**src/rtl/sync_frame_parser_sum_check_macros.svh**
```systemverilog
// assertion macros for the frame parser
`ifndef SYNC_FRAME_PARSER_SUM_CHECK_MACROS_SVH
`define SYNC_FRAME_PARSER_SUM_CHECK_MACROS_SVH

`ifndef SYNTHESIS
// checked only outside reset
`define SFPSC_ASSERT(lbl, prop) \
  lbl: assert property (@(posedge clk_i) disable iff (!rst_ni) prop) \
    else $error("sfpsc assertion failed");
// checked at every edge, reset included
`define SFPSC_ASSERT_ALWAYS(lbl, prop) \
  lbl: assert property (@(posedge clk_i) prop) \
    else $error("sfpsc assertion failed");
`else
`define SFPSC_ASSERT(lbl, prop)
`define SFPSC_ASSERT_ALWAYS(lbl, prop)
`endif

`endif

```
**src/rtl/sfpsc_pkg.sv**
```systemverilog
// constants and phase codes of the frame parser
`default_nettype none

package sfpsc_pkg;

  localparam int unsigned ByteW  = 8;
  localparam int unsigned PhaseW = 3;

  localparam logic [ByteW-1:0] SyncA        = 8'hFF;
  localparam logic [ByteW-1:0] SyncB        = 8'h55;
  localparam logic [ByteW-1:0] SyncC        = 8'hAA;
  localparam int unsigned      NoPayloadBit = 7;

  localparam logic [PhaseW-1:0] PH_HUNT   = 3'd0;
  localparam logic [PhaseW-1:0] PH_SYNC_B = 3'd1;
  localparam logic [PhaseW-1:0] PH_SYNC_C = 3'd2;
  localparam logic [PhaseW-1:0] PH_LEN    = 3'd3;
  localparam logic [PhaseW-1:0] PH_TYPE   = 3'd4;
  localparam logic [PhaseW-1:0] PH_DATA   = 3'd5;
  localparam logic [PhaseW-1:0] PH_SUM    = 3'd6;

  localparam logic KIND_PAYLOAD = 1'b0;
  localparam logic KIND_END     = 1'b1;

endpackage

`default_nettype wire

```
**src/rtl/sfpsc_if.sv**
```systemverilog
// valid/ready channels of the frame parser
`default_nettype none

interface sfpsc_rx_if import sfpsc_pkg::*; ();
  logic             valid;
  logic             ready;
  logic [ByteW-1:0] rx_byte;

  modport source (output valid, output rx_byte, input ready);
  modport sink (input valid, input rx_byte, output ready);
endinterface

interface sfpsc_res_if import sfpsc_pkg::*; ();
  logic             valid;
  logic             ready;
  logic             result_kind;
  logic [ByteW-1:0] frame_type;
  logic [ByteW-1:0] payload_byte;
  logic [ByteW-1:0] payload_index;
  logic [ByteW-1:0] payload_count;
  logic             checksum_ok;

  modport source (output valid, output result_kind, output frame_type, output payload_byte,
                  output payload_index, output payload_count, output checksum_ok,
                  input ready);
  modport sink (input valid, input result_kind, input frame_type, input payload_byte,
                input payload_index, input payload_count, input checksum_ok,
                output ready);
endinterface

`default_nettype wire

```
**src/rtl/sync_frame_parser_sum_check.sv**
```systemverilog
// serial frame parser: sync hunt, length/type/payload, additive checksum verdict
//
//   channel  dir  handshake            payload
//   rx_i     in   valid/ready          rx_byte
//   res_o    out  valid/ready          result_kind, frame_type, payload_byte,
//                                      payload_index, payload_count, checksum_ok
//
// one byte per cycle while rx_i.ready is high: the parse state updates in the cycle a byte is taken
// and its result (if any) sits in the output register on the next cycle.
// rx_i.ready is high whenever the output register is empty or being drained,
// so a stalled output blocks input only while a result is held.
// reset (rst_ni low, async) returns the parser to hunting with parse state and output valid cleared.
`default_nettype none

`include "sync_frame_parser_sum_check_macros.svh"

module sync_frame_parser_sum_check import sfpsc_pkg::*; (
  input  wire         clk_i,
  input  wire         rst_ni,
  sfpsc_rx_if.sink    rx_i,
  sfpsc_res_if.source res_o
);

  logic [PhaseW-1:0] phase_q, phase_d;
  logic [ByteW-1:0]  len_q, len_d;
  logic [ByteW-1:0]  cnt_q, cnt_d;
  logic [ByteW-1:0]  sum_q, sum_d;
  logic [ByteW-1:0]  type_q, type_d;

  logic              out_vld_q;
  logic              out_kind_q, out_kind_d;
  logic [ByteW-1:0]  out_type_q, out_type_d;
  logic [ByteW-1:0]  out_byte_q, out_byte_d;
  logic [ByteW-1:0]  out_idx_q, out_idx_d;
  logic [ByteW-1:0]  out_cnt_q, out_cnt_d;
  logic              out_ok_q, out_ok_d;
  logic              emit;

  logic              in_rdy;
  logic              in_acc;
  logic [ByteW-1:0]  b;
  logic [ByteW-1:0]  cnt_inc;

  assign in_rdy     = !out_vld_q || res_o.ready;
  assign rx_i.ready = in_rdy;
  assign in_acc     = rx_i.valid && in_rdy;
  assign b          = rx_i.rx_byte;
  assign cnt_inc    = cnt_q + 8'd1;

  always_comb begin
    phase_d    = phase_q;
    len_d      = len_q;
    cnt_d      = cnt_q;
    sum_d      = sum_q;
    type_d     = type_q;
    emit       = 1'b0;
    out_kind_d = KIND_PAYLOAD;
    out_type_d = type_q;
    out_byte_d = '0;
    out_idx_d  = '0;
    out_cnt_d  = '0;
    out_ok_d   = 1'b0;
    case (phase_q)
      PH_HUNT: begin
        if (b == SyncA) phase_d = PH_SYNC_B;
      end
      PH_SYNC_B: begin
        if (b == SyncB) begin
          phase_d = PH_SYNC_C;
        end else begin
          phase_d = PH_HUNT;
          len_d = '0; cnt_d = '0; sum_d = '0; type_d = '0;
        end
      end
      PH_SYNC_C: begin
        if (b == SyncC) begin
          phase_d = PH_LEN;
        end else begin
          phase_d = PH_HUNT;
          len_d = '0; cnt_d = '0; sum_d = '0; type_d = '0;
        end
      end
      PH_LEN: begin
        // zero length aborts the frame
        if (b == '0) begin
          phase_d = PH_HUNT;
          len_d = '0; cnt_d = '0; sum_d = '0; type_d = '0;
        end else begin
          len_d   = b;
          sum_d   = b;
          cnt_d   = '0;
          phase_d = PH_TYPE;
        end
      end
      PH_TYPE: begin
        sum_d  = sum_q + b;
        cnt_d  = 8'd1;
        type_d = b;
        // no-payload type or length one goes straight to the checksum
        if (b[NoPayloadBit] || len_q <= 8'd1) phase_d = PH_SUM;
        else phase_d = PH_DATA;
      end
      PH_DATA: begin
        sum_d      = sum_q + b;
        cnt_d      = cnt_inc;
        if (cnt_inc >= len_q) phase_d = PH_SUM;
        emit       = 1'b1;
        out_kind_d = KIND_PAYLOAD;
        out_byte_d = b;
        out_idx_d  = cnt_q - 8'd1;
      end
      PH_SUM: begin
        emit       = 1'b1;
        out_kind_d = KIND_END;
        out_cnt_d  = (cnt_q == '0) ? '0 : cnt_q - 8'd1;
        out_ok_d   = (sum_q == b);
        phase_d    = PH_HUNT;
        len_d = '0; cnt_d = '0; sum_d = '0; type_d = '0;
      end
      default: begin
        phase_d = PH_HUNT;
        len_d = '0; cnt_d = '0; sum_d = '0; type_d = '0;
      end
    endcase
  end

  always_ff @(posedge clk_i or negedge rst_ni) begin
    if (!rst_ni) begin
      phase_q <= PH_HUNT;
      len_q   <= '0;
      cnt_q   <= '0;
      sum_q   <= '0;
      type_q  <= '0;
    end else if (in_acc) begin
      phase_q <= phase_d;
      len_q   <= len_d;
      cnt_q   <= cnt_d;
      sum_q   <= sum_d;
      type_q  <= type_d;
    end
  end

  always_ff @(posedge clk_i or negedge rst_ni) begin
    if (!rst_ni) begin
      out_vld_q <= 1'b0;
    end else if (in_rdy) begin
      out_vld_q <= in_acc && emit;
    end
  end

  always_ff @(posedge clk_i) begin
    if (in_acc && emit) begin
      out_kind_q <= out_kind_d;
      out_type_q <= out_type_d;
      out_byte_q <= out_byte_d;
      out_idx_q  <= out_idx_d;
      out_cnt_q  <= out_cnt_d;
      out_ok_q   <= out_ok_d;
    end
  end

  assign res_o.valid         = out_vld_q;
  assign res_o.result_kind   = out_kind_q;
  assign res_o.frame_type    = out_type_q;
  assign res_o.payload_byte  = out_byte_q;
  assign res_o.payload_index = out_idx_q;
  assign res_o.payload_count = out_cnt_q;
  assign res_o.checksum_ok   = out_ok_q;

  // checksum byte always yields a frame-end result and returns to hunting
  `SFPSC_ASSERT(a_sum_ends_frame,
    in_acc && phase_q == PH_SUM |=> out_vld_q && out_kind_q == KIND_END && phase_q == PH_HUNT)
  // payload phase only leaves toward the checksum
  `SFPSC_ASSERT(a_data_exit,
    in_acc && phase_q == PH_DATA |=> phase_q == PH_DATA || phase_q == PH_SUM)
  // no result from sync, length or type bytes
  `SFPSC_ASSERT(a_no_hdr_result,
    in_acc && phase_q != PH_DATA && phase_q != PH_SUM |=> !out_vld_q)
  // an empty output register never blocks input
  `SFPSC_ASSERT_ALWAYS(a_ready_when_empty, !out_vld_q |-> rx_i.ready)

endmodule

`default_nettype wire

```
**src/flat_wrapper.sv**
```systemverilog
// flat-port wrapper written by rule: the top's interface ports become plain ports
module sync_frame_parser_sum_check_flat import sfpsc_pkg::*;
  (clk_i, rst_ni, rx_i_valid, rx_i_rx_byte, rx_i_ready, res_o_valid, res_o_result_kind, res_o_frame_type, res_o_payload_byte, res_o_payload_index, res_o_payload_count, res_o_checksum_ok, res_o_ready);
  sfpsc_rx_if rx_i_i ();
  sfpsc_res_if res_o_i ();
  input  wire clk_i;
  input  wire rst_ni;
  input wire logic [$bits(rx_i_i.valid)-1:0] rx_i_valid;
  input wire logic [$bits(rx_i_i.rx_byte)-1:0] rx_i_rx_byte;
  output wire logic [$bits(rx_i_i.ready)-1:0] rx_i_ready;
  output wire logic [$bits(res_o_i.valid)-1:0] res_o_valid;
  output wire logic [$bits(res_o_i.result_kind)-1:0] res_o_result_kind;
  output wire logic [$bits(res_o_i.frame_type)-1:0] res_o_frame_type;
  output wire logic [$bits(res_o_i.payload_byte)-1:0] res_o_payload_byte;
  output wire logic [$bits(res_o_i.payload_index)-1:0] res_o_payload_index;
  output wire logic [$bits(res_o_i.payload_count)-1:0] res_o_payload_count;
  output wire logic [$bits(res_o_i.checksum_ok)-1:0] res_o_checksum_ok;
  input wire logic [$bits(res_o_i.ready)-1:0] res_o_ready;
  assign rx_i_i.valid = rx_i_valid;
  assign rx_i_i.rx_byte = rx_i_rx_byte;
  assign rx_i_ready = rx_i_i.ready;
  assign res_o_valid = res_o_i.valid;
  assign res_o_result_kind = res_o_i.result_kind;
  assign res_o_frame_type = res_o_i.frame_type;
  assign res_o_payload_byte = res_o_i.payload_byte;
  assign res_o_payload_index = res_o_i.payload_index;
  assign res_o_payload_count = res_o_i.payload_count;
  assign res_o_checksum_ok = res_o_i.checksum_ok;
  assign res_o_i.ready = res_o_ready;
  sync_frame_parser_sum_check u_core (.clk_i(clk_i), .rst_ni(rst_ni), .rx_i(rx_i_i), .res_o(res_o_i));
endmodule
```
**config.mk**
```make
export PLATFORM = sky130hd
export DESIGN_NAME = sync_frame_parser_sum_check_flat
export DESIGN_NICKNAME = d
export VERILOG_FILES = /design/src/rtl/sfpsc_pkg.sv /design/src/rtl/sfpsc_if.sv /design/src/rtl/sync_frame_parser_sum_check.sv /design/src/flat_wrapper.sv
export VERILOG_INCLUDE_DIRS = /design/src /design/src/rtl
export SDC_FILE = /design/constraint.sdc
export NUM_CORES = 1
export LEC_CHECK = 0
export BUFFER_PORTS_ARGS = -buffer_cell sky130_fd_sc_hd__buf_2
export CAP_MARGIN = 25
export CORE_MARGIN = 4
export CORE_UTILIZATION = 40
export CTS_BUF_LIST = sky130_fd_sc_hd__clkbuf_8
export DETAILED_ROUTE_END_ITERATION = 8
export GPL_TIMING_DRIVEN = 0
export SLEW_MARGIN = 10
export SYNTH_ARGS = -nofsm -noshare
export SYNTH_HDL_FRONTEND = slang
export SYNTH_SLANG_ARGS = --single-unit
```
**constraint.sdc**
```tcl
create_clock -name clk_i -period 3.39 [get_ports clk_i]
set_input_delay 0.339 -clock clk_i [delete_from_list [all_inputs] [get_ports clk_i]]
set_output_delay 0.339 -clock clk_i [all_outputs]
set_load 0.02 [all_outputs]
```
==> results_dict.tcl <==
set metrics [dict create \
    num_vias 2700 \
    rows 34 \
    num_antenna_cells 0 \
    final_antenna_net_count 0 \
    drive_gt1_frac 0.1995 \
    arrival_ns 3.11 \
    nets 447 \
    netlist_area_sq_um 3652 \
    final_common_cell "nand2_1" \
    holdBufCountCts 0 \
    io_buffer_count 46 \
    vias_per_cell 5.104 \
    grt_overflow_total 0 \
    grt_pass1_vias 2701 \
    firstDrtPassIters 5 \
    synthCells 358 \
    setup_tns_ns 0 \
    cp_data_required_time_ns 3.64 \
    cts_buffers 9 \
    powerDensity_nw_per_um2 796.3 \
    wl_per_cell_um 15.43 \
    synth_edf_count 34 \
    fin_crit_ns 2.867 \
    root_buffer "clkbuf_8" \
    relSlewSlack 0.4418 \
    place.gp.congestion 0.8186 \
    antenna_found_initial 0 \
    finalCritPeriodShare 0.8457 \
    hp-class "input port to async pin" \
    post_cts_buffers 0 \
    final_cell_mix "nand2_1, buf_2, nor2_1, dfrtp_1, edfxtp_1" \
    grt_usage 0.1608 \
    grt_pass1_wl_mm 13.68 \
    ys_warn_count 0 \
    crit_path_max_fanout 8 \
    ys_types 49 \
    initial_core_util 0.4147 \
    rsz0062_at_grt "no" \
    cp-end-kind "flip-flop" \
    cts_sinks 70 \
    fin_worst_skew_ns 0.009660 \
    cts.repair.resized 0 \
    detailedPlacementHpwl_mm 5.870 \
    status "finished, final reports clean" \
    die_w_um 103.6 \
    routed_wl_mm 8.165 \
    maxSlewViolCount 0 \
    avgSynthCellArea_sq_um 10.20 \
    p_leak_nw 1.888 \
    cts_tree "built" \
    die_h_um 103.6 \
    irDropWorstVdd_v 0.0002643 \
    async_reset_ff_frac 0.5143 \
    ios 48 \
    drc 0 \
    synth_seq_cells 70 \
    synth_ff_type "dfrtp_1" \
    clkLatencyLatePin_ns 0.36 \
    synth_seq_area_share 0.5262 \
    grt_start_max_net_pins 37 \
    cap_viol_max_count 0 \
    cts_htree_levels 3 \
    place_area_sq_um 4045 \
    clk_pin_slew_ns 0.08 \
    syn-num-nets 389 \
    worst-setup-path-type "flip-flop to flip-flop" \
    die_area_sq_um 10720 \
    start_kind "flip-flop" \
    setup_viol 0 \
    max_slew.worst_pin.slew_ns 0.8372 \
    drt_iter0_drc 154 \
    clock.fmax_mhz 348.8 \
    hold_viol_final 0 \
    core_sq_um 8806 \
    stdcell_area_sq_um 4308 \
    syn_to_final_growth_pct 17.95 \
    clockBufferDepth 2 \
]
-- kinds of logic (layout without fill, tap and decap cells) --
logic type | Yosys count | count (layout) | synth area share
buffers and inverters | 36 | 99 | 0.05002
and+or+nand+nor | 150 | 150 | 0.1960
xor gates and xnor gates | 18 | 18 | 0.04317
adders and majority gates | 19 | 19 | 0.06715
AOI/OAI and AO/OA | 61 | 61 | 0.1059
muxes | 4 | 4 | 0.01165
DFF | 70 | 70 | 0.5262
-- state kept, by name (all words and copies together) (netlist names) --
signal / cells
u_core.res_o.frame_type: 8
u_core.sum_q: 8
u_core.cnt_q: 8
u_core.res_o.payload_count: 8
u_core.res_o.checksum_ok: 1
u_core.res_o.payload_index: 8
u_core.out_type_d: 8
u_core.res_o.result_kind: 1
u_core.res_o.valid: 1
u_core.phase_q: 3
u_core.res_o.payload_byte: 8
u_core.len_q: 8
-- Yosys cell counts, types with 3 or more instances --
library cell,count,area [sq um]
inv_1,17,63.81
a211oi_1,3,22.52
xor2_1,8,70.07
clkbuf_1,10,37.54
nand3_1,12,60.06
xnor2_1,10,87.58
o211ai_1,3,22.52
and3_1,9,56.30
buf_6,5,56.30
o21ai_1,14,70.07
nor3_1,7,35.03
nand2_1,61,229.0
a31oi_1,6,37.54
nor4_1,4,25.02
or4_4,3,33.78
nor2_1,36,135.1
ha_1,18,225.2
nand2b_1,4,25.02
edfxtp_1,34,1021
o21ai_0,16,80.08
a21oi_1,7,35.03
a21o_1,4,30.03
dfrtp_1,36,900.9
-- layout make-up --
class	count	area, sq um
fill	795	4498
sequential	70	1922
multi-input combinational	252	1548
timing repair buffer	47	257.7
clock inverter	7	138.9
tap	108	135.1
clock buffer	9	123.9
buffer	19	118.9
inverter	17	63.81
-- final timing paths --
| check | start | to | slack, ns | cells after the start |
|---|---|---|---|---|
| min | rst_ni | u_core.sum_q[3] | 0.08 | 1 |
| max | u_core.cnt_q[0] | u_core.phase_q[0] | 0.52 | 11 |
| min reg2reg | u_core.out_type_d[7] | u_core.res_o.frame_type[7] | 0.45 | 0 |
| min in group clk_i | rx_i_rx_byte[7] | u_core.out_type_d[7] | 0.25 | 3 |
| max in group asynchronous | rst_ni | u_core.res_o.valid | 2.77 | 1 |
| max reg2reg | u_core.cnt_q[0] | u_core.phase_q[0] | 0.52 | 11 |
-- power breakdown --
group | internal [mW] | total (mW) | switching, mW
Sequential | 1.12 | 1.21 | 0.0945
Combinational | 0.508 | 1.32 | 0.814
Clock | 0.560 | 0.894 | 0.334
-- metal layers --
layer	share of wire	global-route usage	up-vias
met4	0.019	0.07502	0
met1	0.46	0.2103	1263
met5	0	0	-
met3	0.053	0.03980	12
li1	-	-	1361
met2	0.46	0.2519	64
-- worst max-delay path: stages, from the launching register on --
cell,delay (ns)
dfrtp_1,0.39
clkbuf_1,0.31
nand3_1,0.12
nor2_1,0.28
nand3_1,0.19
xnor2_1,0.17
ha_1,0.31
a211oi_1,0.09
nand2_1,0.07
a21oi_1,0.04
a211oi_1,0.40
mux2_2,0.38
-- metrics by stage --
step | utilization | total power, mW | cells | hold WS [ns] | setup slack, ns
finish | 0.4892 | 3.430 | 529 | 0.07539 | 0.5229
global route | 0.4892 | 3.675 | 529 | 0.1469 | 0.3132
CTS | 0.4892 | 3.461 | 529 | 0.1060 | 0.5244
detailed placement | 0.4594 | 2.551 | 513 | 0.4355 | 0.5578
global placement | 0.4562 | 2.501 | 512 | 0.4315 | 0.5577
floorplan | - | 2.203 | 358 | 0.04341 | 0.9674
Note: power is estimated with default switching activity, not from simulation.
